$ cat config.mk
export PLATFORM = sky130hd
export DESIGN_NAME = brfp_ram
export DESIGN_NICKNAME = d
export VERILOG_FILES = /design/src/rtl/core/byte_ring_fifo_with_packet_stage_unit_assert.svh /design/src/rtl/core/brfp_ram.sv
export SDC_FILE = /design/constraint.sdc
export NUM_CORES = 1
export LEC_CHECK = 0
export ABC_AREA = 1
export BUFFER_PORTS_ARGS = -buffer_cell sky130_fd_sc_hd__buf_4
export CORE_ASPECT_RATIO = 1.5
export CORE_MARGIN = 2
export CORE_UTILIZATION = 50
export DETAILED_ROUTE_END_ITERATION = 8
export GPL_TIMING_DRIVEN = 1
export HOLD_SLACK_MARGIN = 0.15
export MAX_ROUTING_LAYER = met4
export PLACE_DENSITY = 0.74
export SYNTH_ARGS = -nofsm -noshare
export SYNTH_HDL_FRONTEND = slang
export SYNTH_SLANG_ARGS = --single-unit
$ cat constraint.sdc
create_clock -name clk -period 4 [get_ports clk]
set_input_delay 0.6 -clock clk [delete_from_list [all_inputs] [get_ports clk]]
set_output_delay 0.6 -clock clk [all_outputs]
set_load 0.01 [all_outputs]
$ cat src/rtl/core/byte_ring_fifo_with_packet_stage_unit_assert.svh
// ----------------------------------------------------------------------------
// byte ring fifo with packet stage: assertion macros
// ----------------------------------------------------------------------------
`ifndef BYTE_RING_FIFO_WITH_PACKET_STAGE_UNIT_ASSERT_SVH
`define BYTE_RING_FIFO_WITH_PACKET_STAGE_UNIT_ASSERT_SVH
`ifndef SYNTHESIS
// same-cycle implication, checked out of reset
`define BRFP_ASSERT_IMP(lbl, ante, cons, msg) \
  lbl: assert property (@(posedge clk) disable iff (!rst_n) (ante) |-> (cons)) \
    else $error(msg);
// next-cycle implication, checked out of reset
`define BRFP_ASSERT_NXT(lbl, ante, cons, msg) \
  lbl: assert property (@(posedge clk) disable iff (!rst_n) (ante) |=> (cons)) \
    else $error(msg);
`else
`define BRFP_ASSERT_IMP(lbl, ante, cons, msg)
`define BRFP_ASSERT_NXT(lbl, ante, cons, msg)
`endif
`endif

$ cat src/rtl/core/brfp_ram.sv
// ----------------------------------------------------------------------------
// brfp_ram
// generic simple dual port ram, one write and one registered read port
// ----------------------------------------------------------------------------
module brfp_ram #(
  parameter int WIDTH = 8,
  parameter int DEPTH = 64
) (
  input  logic                     clk,
  input  logic                     we,
  input  logic [$clog2(DEPTH)-1:0] waddr,
  input  logic [WIDTH-1:0]         wdata,
  input  logic [$clog2(DEPTH)-1:0] raddr,
  output logic [WIDTH-1:0]         rdata
);

  logic [WIDTH-1:0] mem [DEPTH];
  logic [WIDTH-1:0] rdata_r;

  always_ff @(posedge clk) begin
    if (we) begin
      mem[waddr] <= wdata;
    end
    rdata_r <= mem[raddr];
  end

  assign rdata = rdata_r;

endmodule

## Yosys cells after proc, flatten, opt, wreduce, memory -nomap -nowiden

Memory sizes are Yosys's and may differ from the RTL's. A register that Yosys moved wholly into a read port is not among the register bits.
Cells that the tools add are included.

| operators by class | value |
|---|---|
| $add $sub $neg | 0 |
| multipliers | 0 |
| divide/modulo/power cells | 0 |
| order comparisons | 0 |
| equal/unequal tests | 0 |
| shifts and indexed selects | 0 |
| multiplexer cells | 2 |
| bitwise operators | 0 |
| reduce and logical (&&, ||, !) cells | 0 |

Operators with widths:

| kind | count |
|---|---|
| 2-to-1 mux 1 bit | 2 |

| word-level totals | value |
|---|---|
| register bits after elaboration | 0 |
| bits in latches | 0 |
| bits in writable memories | 512 |
| memory bits (read-only) | 0 |
| input port bits | 22 |
| output and inout port bits | 8 |
| word-level logic and storage cells | 3 |
| memories kept | 1 |

Memory list:

| name | depth | width | read ports | clocked after Yosys merged registers in | wr ports | line | text |
|---|---|---|---|---|---|---|---|
| mem | 64 | 8 | 1 | 1 | 1 | brfp_ram.sv:17 | `logic [WIDTH-1:0] mem [DEPTH];` |

## Depth between registers and ports, before layout

| logic depth | value |
|---|---|
| depth in word-level cells | 2 |
| mapped depth | 12 |
| depth with buffers taken out | 9 |

## Worst setup path before layout

OpenSTA, ideal clock, no wires.

| timing path | value |
|---|---|
| path kind | input port to flip-flop |
| start | input port we |
| end | memory mem[48][0], enable pin |
| arrival | 1.971 ns |
| required time | 3.605 ns |
| slack | 1.634 ns |
| stages | 3 |
| path buffers | 1 |
| cell sequence | clkbuf_1 nand4_1 nor4_1 |

| on the way | value |
|---|---|
| cells in the longest elaborated chain, start to end | 2 |

Ends and longest elaborated chain:

| what | line | text |
|---|---|---|
| from (decl) | brfp_ram.sv:10 | `input logic we,` |
| 2-to-1 mux 1 bit | brfp_ram.sv:21 | `if (we) begin` |
| 2-to-1 mux 1 bit (implied by the code) | brfp_ram.sv:22 | `mem[waddr] <= wdata;` |
| to (decl) | brfp_ram.sv:17 |  |

No other way between the ends.

## Worst setup path after layout

| timing path | value |
|---|---|
| start | input port waddr[1] |
| end | memory mem[5][0], enable pin |

RTL lines:

| what | line | text |
|---|---|---|
| from (decl) | brfp_ram.sv:11 | `input logic [$clog2(DEPTH)-1:0] waddr,` |

Straight into the memory's write port.

==> impl_metrics.env <==
export IMPL_status="finished clean"
export IMPL_die_w_um=173
export IMPL_num_rows=92
export IMPL_syn_area_um2=21300
export IMPL_synth_top_area_cell="edfxtp_1"
export IMPL_utilization_pct=55.2
export IMPL_peakVddDrop_uv=359
export IMPL_wirelength_um=50800
export IMPL_startpoint_type="primary input"
export IMPL_wl_per_cell_um=21.3
export IMPL_io_pin_count=30
export IMPL_timing_final_crit_period_ns=2.33
export IMPL_clk_latency_ns=0.57
export IMPL_htree_levels=2
export IMPL_worst_path_max_fanout=9
export IMPL_io_buffers=29
export IMPL_whs_ns=0.370
export IMPL_p_per_area_nw_per_um2=489
export IMPL_drt_iter0_markers=1714
export IMPL_yosysSeqAreaShare_pct=72.8
export IMPL_path_clk_slew_ns=0.07
export IMPL_root_buffer="clkbuf_16"
export IMPL_max_clock_freq_ghz=0.429
export IMPL_setup_violations=0
export IMPL_synth_warning_count=0
export IMPL_arrival_ns=2.51
export IMPL_relSlewSlack_pct=34.6
export IMPL_cts_buffers=45
export IMPL_grtUsageTotal_pct=23.3
export IMPL_synth_seq_cells=520
export IMPL_crit_path_end_kind="register"
export IMPL_hold_path_class="in2reg"
export IMPL_gp_congestion=0.881
export IMPL_synthTopCellsByCount="nand2_1 (648), edfxtp_1 (512), nand3_1 (439)"
export IMPL_ant_nets=0
export IMPL_syn_avg_cell_area_um2=11.8
export IMPL_design_die_area_um2=44400
export IMPL_cp_required_ns=4.18
export IMPL_dr_pass1_iters=7
export IMPL_yosysMostFrequentCell="nand2_1"
export IMPL_cts_resized=0
export IMPL_grt_overflow=0
export IMPL_p_leak_nw=8.32
export IMPL_initial_core_util_pct=50.7
export IMPL_clock_skew_ns=0.0208
export IMPL_hold_violations=0
export IMPL_async_reset_ff_share_pct=0
export IMPL_synth_nets=1827
export IMPL_synthCells=1805
export IMPL_setup_tns_ns=0
export IMPL_ctsHoldBuffers=0
export IMPL_grt_pass1_wl_um=76900
export IMPL_antenna_cells=0
export IMPL_fin_nets=1814
export IMPL_synth_main_ff_cell="edfxtp_1"
export IMPL_netlist_top_cells_area="edfxtp_1 (72%), nand2_1 (11%), nand3_1 (10%)"
export IMPL_synth_cell_types=16
export IMPL_die_height_um=257
export IMPL_drc_errors=0
export IMPL_core_area_um2=42100
export IMPL_grt_pass1_vias=13400
export IMPL_syn_to_final_growth_pct=9.05
export IMPL_detailed_place_hpwl_um=29500
export IMPL_drv_cap=0
export IMPL_synthDominantCellAreaShare_pct=72.0
export IMPL_cts_tree="yes"
export IMPL_clk_path_buf_depth=3
export IMPL_finalMaxSlewViolations=0
export IMPL_antenna_found_initial=0
export IMPL_post_cts_buffers=0
export IMPL_stdcell_count=2391
export IMPL_synth_edf_count=512
export IMPL_drive_above_1_share_pct=7.01
export IMPL_avgViaCountPerCell=5.75
export IMPL_clock_sinks=520
export IMPL_fin_crit_sh_pct=58.3
export IMPL_tightest_slew_ns=0.980
export IMPL_rsz0062_at_grt="no"
export IMPL_grt_max_degree=153
export IMPL_critical_path_class="in2reg"
export IMPL_placedCellCount=2309
export IMPL_vias=13700
[critical path, stage by stage]
cell and delay [ns]:
buf_4 0.15, inv_1 0.19, nand4_1 0.70, nor2_1 0.86
[metal layers]
metal  up-vias  part of all wire, %  GRT usage [%]
li1       6318                    -              -
met5         -                    0              -
met4         0                  4.1           9.53
met1      6727                   37           27.3
met2       590                   53           41.0
met3       112                  6.3           2.66
[cell families after synthesis]
group / synth area share, %
simple gates: 23.2
flops: 72.8
buf+inv: 4.02
[stage by stage]
| stage | worst slack [ns] | cell area, um^2 | power, W |
|---|---|---|---|
| 6_report | 1.67 | 23300 | 0.0114 |
| 5_1_grt | 1.54 | 23300 | 0.0117 |
| 4_1_cts | 1.74 | 23300 | 0.0114 |
| 3_5_place_dp | 1.17 | 21700 | 0.00685 |
| 3_3_place_gp | 1.21 | 21700 | 0.00684 |
| 2_1_floorplan | 1.63 | 21300 | 0.00659 |
[state kept, by name, indices dropped and copies added (netlist names)]
signal / cells
mem: 512
rdata: 8
[cell type report]
type	instances	area, um^2
Clock buffer	52	1200
Tap cell	564	706
Multi-Input combinational cell	1160	4950
Clock inverter	30	375
Timing Repair Buffer	53	452
Inverter	12	52.6
Fill cell	3442	18900
Sequential cell	520	15500
[worst paths after layout]
path / from / to / slack (ns) / cells after the start
max: waddr[1] / mem[5][0]$_DFFE_PP_ / 1.67 / 4
min: raddr[5] / rdata[1]$_DFF_P_ / 0.37 / 3
max reg2reg: mem[19][4]$_DFFE_PP_ / rdata[4]$_DFF_P_ / 2.59 / 8
min reg2reg: mem[52][1]$_DFFE_PP_ / rdata[1]$_DFF_P_ / 0.83 / 8
[cells in the final DEF, fill, tap and decap left out, drive strengths merged]
cell type and instances:
nand2 648, dfxtp 8, inv 13, clkinv 20
bufinv 9, nor4 8, nand4 9, edfxtp 512
buf 53, clkbuf 52, nor2 56, nand3 439
[power by group]
group / internal [W] / switching [W]
logic: 0.000170 / 0.000522
registers: 0.00603 / 0.0000206
clock network: 0.00274 / 0.00189
(Power assumes the default switching activity.)
