<file path="src/rtl/core/byte_ring_fifo_with_packet_stage_unit_assert.svh">
// ----------------------------------------------------------------------------
// byte ring fifo with packet stage: assertion macros
// ----------------------------------------------------------------------------
`ifndef BYTE_RING_FIFO_WITH_PACKET_STAGE_UNIT_ASSERT_SVH
`define BYTE_RING_FIFO_WITH_PACKET_STAGE_UNIT_ASSERT_SVH
`ifndef SYNTHESIS
// same-cycle implication, checked out of reset
`define BRFP_ASSERT_IMP(lbl, ante, cons, msg) \
  lbl: assert property (@(posedge clk) disable iff (!rst_n) (ante) |-> (cons)) \
    else $error(msg);
// next-cycle implication, checked out of reset
`define BRFP_ASSERT_NXT(lbl, ante, cons, msg) \
  lbl: assert property (@(posedge clk) disable iff (!rst_n) (ante) |=> (cons)) \
    else $error(msg);
`else
`define BRFP_ASSERT_IMP(lbl, ante, cons, msg)
`define BRFP_ASSERT_NXT(lbl, ante, cons, msg)
`endif
`endif

</file>
<file path="src/rtl/core/brfp_pkg.sv">
// ----------------------------------------------------------------------------
// brfp_pkg
// types, sizes and helpers shared by the byte ring fifo with packet stage
// ----------------------------------------------------------------------------
package brfp_pkg;

  localparam int RING_DEPTH   = 1024;
  localparam int PACKET_BYTES = 64;

  localparam int RW   = $clog2(RING_DEPTH);
  localparam int RW1  = RW + 1;
  localparam int PKW  = $clog2(PACKET_BYTES);
  localparam int PSW  = $clog2(PACKET_BYTES + 1);
  localparam int AMW  = 10;
  localparam int CMPW = ((RW > AMW) ? RW : AMW) + 1;
  localparam int HDR_BYTES = 5;
  localparam int HDW  = $clog2(HDR_BYTES);
  localparam int CLR_LEN = (RING_DEPTH > PACKET_BYTES) ? RING_DEPTH : PACKET_BYTES;
  localparam int CLW  = $clog2(CLR_LEN);
  localparam int ADDR_BYTES = 4;

  typedef enum logic [2:0] {
    KIND_APPEND  = 3'd0,
    KIND_PEEK    = 3'd1,
    KIND_CONSUME = 3'd2,
    KIND_FLUSH   = 3'd3,
    KIND_MOVE    = 3'd4,
    KIND_PREAD   = 3'd5,
    KIND_RELEASE = 3'd6
  } kind_t;

  typedef enum logic [2:0] {
    ST_CLEAR,
    ST_IDLE,
    ST_EXEC,
    ST_WAIT,
    ST_COPY,
    ST_RESP
  } state_t;

  typedef struct packed {
    kind_t          kind;
    logic [7:0]     data_byte;
    logic           burst_start;
    logic [AMW-1:0] amount;
    logic [AMW-1:0] offset;
  } in_item_t;

  typedef struct packed {
    logic [7:0]     read_byte;
    logic [AMW-1:0] done_count;
    logic [AMW-1:0] fifo_count;
    logic           fifo_full;
    logic [AMW-1:0] space_left;
    logic           overflow_seen;
    logic [6:0]     packet_count;
    logic           command_valid;
    logic [3:0]     command_code;
    logic [31:0]    target_address;
    logic [7:0]     payload_length;
  } out_item_t;

  typedef struct packed {
    logic          we;
    logic [RW-1:0] waddr;
    logic [7:0]    wdata;
    logic [RW-1:0] raddr;
  } ring_req_t;

  typedef struct packed {
    logic           we;
    logic [PKW-1:0] waddr;
    logic [7:0]     wdata;
    logic [PKW-1:0] raddr;
  } pkt_req_t;

  function automatic logic [RW-1:0] ring_wrap(input logic [RW:0] p);
    return (p >= RW1'(RING_DEPTH)) ? RW'(p - RW1'(RING_DEPTH)) : RW'(p);
  endfunction

endpackage

</file>
<file path="src/rtl/core/brfp_seq.sv">
// ----------------------------------------------------------------------------
// brfp_seq
// request sequencer: pointers, burst tracking, packet copy loop and status
// ----------------------------------------------------------------------------
module brfp_seq (
  input  logic                 clk,
  input  logic                 rst_n,
  input  logic                 in_valid,
  input  brfp_pkg::in_item_t   in_data,
  output logic                 idle,
  output logic                 res_valid,
  output brfp_pkg::out_item_t  res_data,
  input  logic                 res_take,
  output brfp_pkg::ring_req_t  ring_req,
  input  logic [7:0]           ring_rdata,
  output brfp_pkg::pkt_req_t   pkt_req,
  input  logic [7:0]           pkt_rdata
);

  import brfp_pkg::*;

  state_t         state_r, state_nxt;
  in_item_t       cmd_r, cmd_nxt;
  logic [RW-1:0]  rp_r, rp_nxt;
  logic [RW-1:0]  wp_r, wp_nxt;
  logic           ovf_r, ovf_nxt;
  logic           bacc_r, bacc_nxt;
  logic [AMW-1:0] bleft_r, bleft_nxt;
  logic [PSW-1:0] psize_r, psize_nxt;
  logic [7:0]     hdr_r [HDR_BYTES];
  logic [7:0]     hdr_nxt [HDR_BYTES];
  logic [CLW-1:0] clr_r, clr_nxt;
  logic [7:0]     rd_r, rd_nxt;
  logic [AMW-1:0] done_r, done_nxt;
  logic           rok_r, rok_nxt;
  logic [RW-1:0]  src_r, src_nxt;
  logic [PSW-1:0] iss_r, iss_nxt;
  logic [PSW-1:0] len_r, len_nxt;
  logic           wv_r, wv_nxt;
  logic [PKW-1:0] wi_r, wi_nxt;

  logic [RW-1:0]  cnt;
  logic [RW-1:0]  space;
  logic           fits;
  logic           move_ok;

  // ring occupancy from the two pointers
  assign cnt = (wp_r >= rp_r) ? (wp_r - rp_r)
                              : RW'(RW1'(RING_DEPTH) - {1'b0, rp_r} + {1'b0, wp_r});
  assign space   = RW'(RING_DEPTH - 1) - cnt;
  assign fits    = CMPW'(cmd_r.amount) <= CMPW'(space);
  assign move_ok = (cmd_r.amount != '0) && (CMPW'(cmd_r.amount) <= CMPW'(cnt)) &&
                   (CMPW'(cmd_r.amount) <= CMPW'(PACKET_BYTES));

  assign idle      = (state_r == ST_IDLE);
  assign res_valid = (state_r == ST_RESP);

  always_ff @(posedge clk) begin
    if (!rst_n) begin
      state_r <= ST_CLEAR;
      rp_r    <= '0;
      wp_r    <= '0;
      ovf_r   <= 1'b0;
      bacc_r  <= 1'b0;
      bleft_r <= '0;
      psize_r <= '0;
      clr_r   <= '0;
      iss_r   <= '0;
      wv_r    <= 1'b0;
      for (int i = 0; i < HDR_BYTES; i++) begin
        hdr_r[i] <= '0;
      end
    end else begin
      state_r <= state_nxt;
      rp_r    <= rp_nxt;
      wp_r    <= wp_nxt;
      ovf_r   <= ovf_nxt;
      bacc_r  <= bacc_nxt;
      bleft_r <= bleft_nxt;
      psize_r <= psize_nxt;
      clr_r   <= clr_nxt;
      iss_r   <= iss_nxt;
      wv_r    <= wv_nxt;
      hdr_r   <= hdr_nxt;
    end
  end

  always_ff @(posedge clk) begin
    cmd_r  <= cmd_nxt;
    rd_r   <= rd_nxt;
    done_r <= done_nxt;
    rok_r  <= rok_nxt;
    src_r  <= src_nxt;
    len_r  <= len_nxt;
    wi_r   <= wi_nxt;
  end

  always_comb begin
    state_nxt = state_r;
    cmd_nxt   = cmd_r;
    rp_nxt    = rp_r;
    wp_nxt    = wp_r;
    ovf_nxt   = ovf_r;
    bacc_nxt  = bacc_r;
    bleft_nxt = bleft_r;
    psize_nxt = psize_r;
    hdr_nxt   = hdr_r;
    clr_nxt   = clr_r;
    rd_nxt    = rd_r;
    done_nxt  = done_r;
    rok_nxt   = rok_r;
    src_nxt   = src_r;
    iss_nxt   = iss_r;
    len_nxt   = len_r;
    wv_nxt    = 1'b0;
    wi_nxt    = wi_r;

    ring_req.we    = 1'b0;
    ring_req.waddr = wp_r;
    ring_req.wdata = cmd_r.data_byte;
    ring_req.raddr = src_r;
    pkt_req.we     = 1'b0;
    pkt_req.waddr  = wi_r;
    pkt_req.wdata  = ring_rdata;
    pkt_req.raddr  = cmd_r.offset[PKW-1:0];

    case (state_r)
      ST_CLEAR: begin
        // zero both stores one entry per cycle
        ring_req.we    = (CLW + 1)'(clr_r) < (CLW + 1)'(RING_DEPTH);
        ring_req.waddr = RW'(clr_r);
        ring_req.wdata = '0;
        pkt_req.we     = (CLW + 1)'(clr_r) < (CLW + 1)'(PACKET_BYTES);
        pkt_req.waddr  = PKW'(clr_r);
        pkt_req.wdata  = '0;
        clr_nxt        = clr_r + 1'b1;
        if (clr_r == CLW'(CLR_LEN - 1)) begin
          state_nxt = ST_IDLE;
        end
      end
      ST_IDLE: begin
        if (in_valid) begin
          cmd_nxt   = in_data;
          state_nxt = ST_EXEC;
        end
      end
      ST_EXEC: begin
        rd_nxt    = '0;
        done_nxt  = '0;
        state_nxt = ST_RESP;
        case (cmd_r.kind)
          KIND_APPEND: begin
            if (cmd_r.burst_start) begin
              if (fits) begin
                bacc_nxt  = 1'b1;
                bleft_nxt = cmd_r.amount;
                done_nxt  = cmd_r.amount;
              end else begin
                ovf_nxt   = 1'b1;
                bacc_nxt  = 1'b0;
                bleft_nxt = '0;
              end
            end
            if (bacc_nxt && (bleft_nxt != '0)) begin
              ring_req.we = 1'b1;
              wp_nxt      = ring_wrap({1'b0, wp_r} + RW1'(1));
              bleft_nxt   = bleft_nxt - 1'b1;
              if (!cmd_r.burst_start) begin
                done_nxt = AMW'(1);
              end
            end
            if (bleft_nxt == '0) begin
              bacc_nxt = 1'b0;
            end
          end
          KIND_PEEK: begin
            rok_nxt        = CMPW'(cmd_r.offset) < CMPW'(RING_DEPTH);
            ring_req.raddr = ring_wrap({1'b0, rp_r} + RW1'(cmd_r.offset));
            state_nxt      = ST_WAIT;
          end
          KIND_CONSUME: begin
            if (CMPW'(cmd_r.amount) <= CMPW'(cnt)) begin
              rp_nxt   = ring_wrap({1'b0, rp_r} + RW1'(cmd_r.amount));
              done_nxt = cmd_r.amount;
            end
          end
          KIND_FLUSH: begin
            rp_nxt = wp_r;
          end
          KIND_MOVE: begin
            if (move_ok) begin
              len_nxt   = PSW'(cmd_r.amount);
              src_nxt   = rp_r;
              iss_nxt   = '0;
              state_nxt = ST_COPY;
            end else begin
              psize_nxt = '0;
            end
          end
          KIND_PREAD: begin
            rok_nxt   = CMPW'(cmd_r.offset) < CMPW'(PACKET_BYTES);
            state_nxt = ST_WAIT;
          end
          KIND_RELEASE: begin
            psize_nxt = '0;
          end
          default: begin
          end
        endcase
      end
      ST_WAIT: begin
        if (rok_r) begin
          rd_nxt = (cmd_r.kind == KIND_PEEK) ? ring_rdata : pkt_rdata;
        end
        state_nxt = ST_RESP;
      end
      ST_COPY: begin
        // read side runs one byte ahead of the write side
        if (iss_r != len_r) begin
          ring_req.raddr = src_r;
          src_nxt        = ring_wrap({1'b0, src_r} + RW1'(1));
          iss_nxt        = iss_r + 1'b1;
          wv_nxt         = 1'b1;
          wi_nxt         = iss_r[PKW-1:0];
        end
        if (wv_r) begin
          pkt_req.we = 1'b1;
          if ((PKW + 1)'(wi_r) < (PKW + 1)'(HDR_BYTES)) begin
            hdr_nxt[wi_r[HDW-1:0]] = ring_rdata;
          end
          if (PSW'(wi_r) + PSW'(1) == len_r) begin
            rp_nxt    = src_r;
            psize_nxt = len_r;
            done_nxt  = AMW'(len_r);
            state_nxt = ST_RESP;
          end
        end
      end
      ST_RESP: begin
        if (res_take) begin
          state_nxt = ST_IDLE;
        end
      end
      default: begin
        state_nxt = ST_IDLE;
      end
    endcase
  end

  // status as seen after the request
  always_comb begin
    res_data.read_byte      = rd_r;
    res_data.done_count     = done_r;
    res_data.fifo_count     = AMW'(cnt);
    res_data.fifo_full      = (cnt == RW'(RING_DEPTH - 1));
    res_data.space_left     = AMW'(space);
    res_data.overflow_seen  = ovf_r;
    res_data.packet_count   = 7'(psize_r);
    res_data.command_valid  = (psize_r != '0);
    res_data.command_code   = (psize_r != '0) ? hdr_r[0][7:4] : 4'h0;
    res_data.target_address = (psize_r >= PSW'(ADDR_BYTES))
                              ? {4'h0, hdr_r[0][3:0], hdr_r[1], hdr_r[2], hdr_r[3]}
                              : '1;
    res_data.payload_length = (psize_r >= PSW'(HDR_BYTES)) ? hdr_r[4] : 8'h00;
  end

endmodule

</file>
<file path="config.mk">
export PLATFORM = sky130hd
export DESIGN_NAME = brfp_seq
export DESIGN_NICKNAME = d
export VERILOG_FILES = /design/src/rtl/core/byte_ring_fifo_with_packet_stage_unit_assert.svh /design/src/rtl/core/brfp_pkg.sv /design/src/rtl/core/brfp_seq.sv
export SDC_FILE = /design/constraint.sdc
export NUM_CORES = 1
export LEC_CHECK = 0
export BUFFER_PORTS_ARGS = -buffer_cell sky130_fd_sc_hd__buf_2
export CAP_MARGIN = 20
export CELL_PAD_IN_SITES_DETAIL_PLACEMENT = 1
export CELL_PAD_IN_SITES_GLOBAL_PLACEMENT = 2
export CORE_ASPECT_RATIO = 0.6
export CORE_UTILIZATION = 37
export CTS_CLUSTER_SIZE = 16
export DETAILED_ROUTE_END_ITERATION = 16
export GPL_TIMING_DRIVEN = 0
export PLACE_DENSITY_LB_ADDON = 0.08
export SLEW_MARGIN = 40
export SYNTH_ARGS = -nofsm -noshare
export SYNTH_HDL_FRONTEND = slang
export SYNTH_SLANG_ARGS = --single-unit
</file>
<file path="constraint.sdc">
create_clock -name clk -period 7.6 [get_ports clk]
set_clock_uncertainty 0.1 [all_clocks]
set_input_delay 0 -clock clk [delete_from_list [all_inputs] [get_ports clk]]
set_output_delay 0 -clock clk [all_outputs]
set_load 0.03 [all_outputs]
</file>
[Word-level counts from Yosys, hierarchy flattened]
Cells that the tools add are included.
Storage, ports and cells
  register bits after elaboration: 174
  output and inout bits: 144
  input bits: 52
  logic and storage cells: 187
Operators by class
  muxes and demuxes: 71
  eq/ne operators: 28
  reduce and logical (&&, ||, !) cells: 29
  $add $sub $neg: 16
  magnitude comparators: 15
  bitwise gates (word level): 2
Operators by type and width (number)
  10-bit two-way mux: 26
  10-bit one-hot mux with 2 select lines: 5
  10-bit by 1-bit subtractor with 10-bit output (second input constant): 5
  11-bit >= comparator (second input constant): 4
  7-bit two-way mux: 6
  7-bit one-hot mux with 2 select lines: 3
  40-bit bitwise mux: 1
  32-bit two-way mux: 1
  8-bit two-way mux: 4
  8-bit demux with 3-bit select: 1
  10-bit by 1-bit adder with 11-bit output (second input constant): 2
  10-bit by 10-bit adder with 11-bit output: 2
  10-bit == test (second input constant): 2
  10-bit <= comparator: 2
  10-bit by 7-bit less-than comparator with 1-bit output (second input constant): 2
  10-bit nonzero test: 2
  18-bit two-way mux: 1
  3-bit one-hot mux with 6 select lines: 1
  8-bit one-hot mux with 2 select lines: 1
  3-bit == test (second input constant): 5
  3-bit two-way mux: 5
  5-bit AND reduction: 3
  7-bit by 3-bit >= comparator with 1-bit output (second input constant): 2
  14-bit two-way mux: 1
  other kinds (35): 74

[Longest topological paths before layout]
  word-level depth: 16
  depth in mapped cells: 25
  gate-level depth less buffers: 24

[Least setup slack after synthesis]
No wires, ideal clock.
  path kind: reg-to-reg
  from: register wp_r[0]
  to: register bacc_r
  path slack: 1.939 ns
  data required time: 7.363 ns
  library setup time: 0.137 ns
  clock period less this slack: 5.661 ns
  arrival time: 5.425 ns
  buffers on the path: 0
  stages on the path, launching flop included: 25
  cell sequence: dfxtp_1 -> inv_1 -> ha_1 -> inv_1 -> fa_1 -> a21o_1 -> a21oi_1 -> o21bai_1 -> a21oi_1 -> xor2_1 -> inv_1 -> ha_1 -> nand4_1 -> a211oi_2 -> a2111oi_4 -> or3_1 -> nand2_1 -> ha_1 -> o2111ai_1 -> nor3b_1 -> nor2b_1 -> xnor2_1 -> o22ai_1 -> a2111oi_0 -> a311oi_1
RTL lines
  from (decl): line brfp_seq.sv:25  | logic [RW-1:0] wp_r, wp_nxt;
  from (signal assigned): line brfp_seq.sv:76  | wp_r <= wp_nxt;
  to (signal assigned): line brfp_seq.sv:78  | bacc_r <= bacc_nxt;
  to (decl): line brfp_seq.sv:27  | logic bacc_r, bacc_nxt;

==> run_results.csv <==
group,metric,value,unit
synth,synth_simple_gate_area_frac,0.223,
synth,syn-num-nets,1228,
clocking,cts_resized,0,
floorplanning,core,26800,sq um
critical_path,crit_slowest_cell,"nor3_4",
synth,synth_xor_area_frac,0.0618,
routing,wl_per_cell,21.6,microns
power_and_ir_drop,internal_power,0.00145,W
routing,drtIter0Drc,655,
critical_path,worst_ep_required_time,7.50,ns
synth,yosysTopAreaCell,"edfxtp_1",
routing,vias_per_cell,5.31,
synth,ys_seq_elements,174,
timing,slew_headroom,0.468,
critical_path,cp_num_buf_inv,4,
synth,async_flop_share,0,
synth,ys_types,71,
critical_path,start_kind,"flip-flop",
place,dp.cells,1673,
timing,max_freq,0.152,GHz
global_routing,grt_pass1_wl,56500,microns
clocking,clock-root-buffer,"clkbuf_16",
place,place_hpwl,29000,microns
synth,netlist.area_leader.share,0.218,
global_routing,grt_max_degree,17,
timing,setup_viol,0,
timing,setup_tns,0,ns
synth,netlist_area,10200,sq um
final_layout,layout.cells.most_common,"buf_2",
status,run_status,"finished clean",
critical_path,crit_arrival,6.49,ns
clocking,cts.reportedPaths.clkPinSlew,0.07,ns
critical_path,critPathCaptureType,"output port",
synth,ys_seq_area_frac,0.414,
place,routabilityCongestion,0.866,
routing,routed_wl,38000,microns
synth,synth-compound-area-share,0.112,
floorplanning,die_y,131,microns
critical_path,worst-path-max-fanout,9,
critical_path,critPathMostFrequentCell,"ha_1",
clocking,cts_hold_buf,58,
final_layout,mostFrequentLayoutCells,"buf_2 (198), nor2_1 (137), nand2_1 (107), dfxtp_1 (100), edfxtp_1 (74)",
global_routing,antenna_found_initial,0,
final_layout,antenna_cells,0,
final_layout,fin_nets,1502,
final_layout,multiInputGateArea,5560,sq um
final_layout,num-fill-cells,3172,
critical_path,max_stage_delay,0.59,ns
clocking,clock_latency,0.46,ns
timing,rsz0062_at_grt,"false",
synth,syn_inst,1116,
floorplanning,num_io_pins,196,
floorplanning,start_util,0.381,
final_layout,seqCellArea,4220,sq um
timing,post-route-period-util,0.867,
routing,vias,9362,
routing,drc,0,
clocking,cts_sinks,174,
floorplanning,die_x,216,microns
routing,drt_pass1_iterations,5,
power_and_ir_drop,switching_power,0.000465,W
timing,worst_pin_slew,0.799,ns
synth,synth_area_leaders,"edfxtp_1 (22%), dfxtp_1 (20%), ha_1 (7.0%)",
synth,yosysWarningCount,0,
clocking,cts_setup_buffers,0,
power_and_ir_drop,p_sw_frac,0.243,
synth,synth_top_family_by_area,"simple AND/OR/NAND/NOR gates",
critical_path,cp_cell_sequence,"inv_1 > ha_1 > inv_1 > fa_1 > a21o_1 > a21oi_1 > o21bai_1 > a2111oi_0 > nor3_1 > xor2_1 > ha_1 > nand4_1 > a211oi_2 > a2111oi_4 > or2_1 > a31oi_1 > ha_1 > o2111ai_1 > or2_1 > buf_4 > nand2_4 > nor3_4 > o21a_1 > buf_2",
place,port-buffer-count,194,
global_routing,first_global_vias,9248,
global_routing,grt_overflow,0,
job,maxCapViolCount,0,
final_layout,areaGrowthSynthToFinish,25.8,%
floorplanning,rows,46,
synth,synthFlopType,"dfxtp_1",
worst_hold_path,hp-class,"primary input to flip-flop",
timing,hold_violations,0,
power_and_ir_drop,ir_worst_vdd,0.135,mV
timing,slew_violations,0,
synth,synthAdderAreaFrac,0.0758,
clocking,clock_path_buffers,2,
power_and_ir_drop,share_seq_of_total_power,0.508,
global_routing,grt_util_all_layers,0.270,
final_layout,drive_above_1_share,0.216,
synth,synth_edf_count,74,
critical_path,worst_path_dominant_cell_family,"compound AO/OA/AOI/OAI gates",
power_and_ir_drop,p_leak,5.44,nW
floorplanning,die_area,28300,sq um
clocking,cts_buffers,17,
critical_path,crit_type,"flip-flop to output port",
final_layout,finalNonFillerCells,1763,
clocking,cts_tree,"yes",
synth,synthMuxAreaShare,0.0680,
power_and_ir_drop,clkPwrFrac,0.450,
power_and_ir_drop,p_comb_frac,0.042,
synth,syn_avg_cell_area,9.15,sq um
clocking,h-tree-depth,4,
timing,hold_ws,0.150,ns
routing,antenna_left,0,
power_and_ir_drop,pwr_density_cell,149,nW/um^2
timing,fin_crit,6.59,ns
-- metrics by stage --
step | power (W) | util | setup slack, ns | instance area, sq um
after floorplan | 0.00101 | - | 1.94 | 10200
after global placement | 0.00105 | 0.434 | 1.24 | 11600
after detailed placement | 0.00105 | 0.438 | 1.17 | 11700
after CTS | 0.00192 | 0.480 | 1.01 | 12800
after global routing | 0.00196 | 0.480 | 0.673 | 12800
final | 0.00191 | 0.480 | 1.01 | 12800
-- cell usage after synthesis (36+ instances only) --
cell type / instances
dfxtp_1: 100
edfxtp_1: 74
nor2_1: 139
inv_1: 54
a21oi_1: 46
o21ai_0: 51
ha_1: 57
xnor2_1: 40
nand2_1: 107
clkbuf_1: 36
mux2i_1: 66
-- registers in the layout, indices dropped and copies added, names as in the netlist, 3 cells and up --
| register | cells |
|---|---|
| wp_r | 10 |
| iss_r | 7 |
| clr_r | 10 |
| pkt_req | 6 |
| cmd_r | 26 |
| len_r | 7 |
| rp_r | 10 |
| wi_r | 6 |
| state_r | 3 |
| psize_r | 7 |
| done_r | 10 |
| hdr_r | 40 |
| bleft_r | 10 |
| src_r | 10 |
| rd_r | 8 |
-- layout make-up --
cell class / count / area share
Sequential cell: 174 / 0.329
Timing Repair Buffer: 255 / 0.125
Tap cell: 360 / 0.0351
Multi-Input combinational cell: 834 / 0.433
Clock inverter: 11 / 0.00633
Buffer: 52 / 0.0194
Clock buffer: 21 / 0.0359
Inverter: 56 / 0.0164
-- kinds of logic after synthesis --
group,after synthesis
buffers and inverters,108
AO/OA/AOI/OAI,175
AND/OR/NAND/NOR,458
XOR/XNOR,72
multiplexers,69
flip-flops,174
adder cells (fa/ha/maj),60
-- power by group through the flow --
stage | Combinational (W) | Sequential, W | Clock (W)
3_5_place_dp | 0.0000554 | 0.000993 | 0
5_1_grt | 0.0000855 | 0.000972 | 0.000908
6_report | 0.0000802 | 0.000972 | 0.000860
4_1_cts | 0.0000786 | 0.000972 | 0.000867
2_1_floorplan | 0.0000224 | 0.000993 | 0
3_3_place_gp | 0.0000546 | 0.000993 | 0
-- worst paths after layout --
| path | from | endpoint | slack, ns | cells past startpoint |
|---|---|---|---|---|
| max | wp_r[0] | ring_req[28] | 1.01 | 24 |
| min | in_data[13] | cmd_r[13] | 0.15 | 2 |
| max reg2reg | wp_r[0] | bacc_r | 1.13 | 24 |
| min reg2reg | bleft_r[1] | bleft_r[1] | 0.39 | 2 |
-- routing by layer --
metal	vias to the layer above	GRT usage	routed length (microns)
li1	4438	-	-
met1	4707	0.416	20100
met2	201	0.382	15600
met3	16	0.0600	2040
met4	0	0.0464	261
met5	-	0	0
Power figures use the tool's default switching activity.
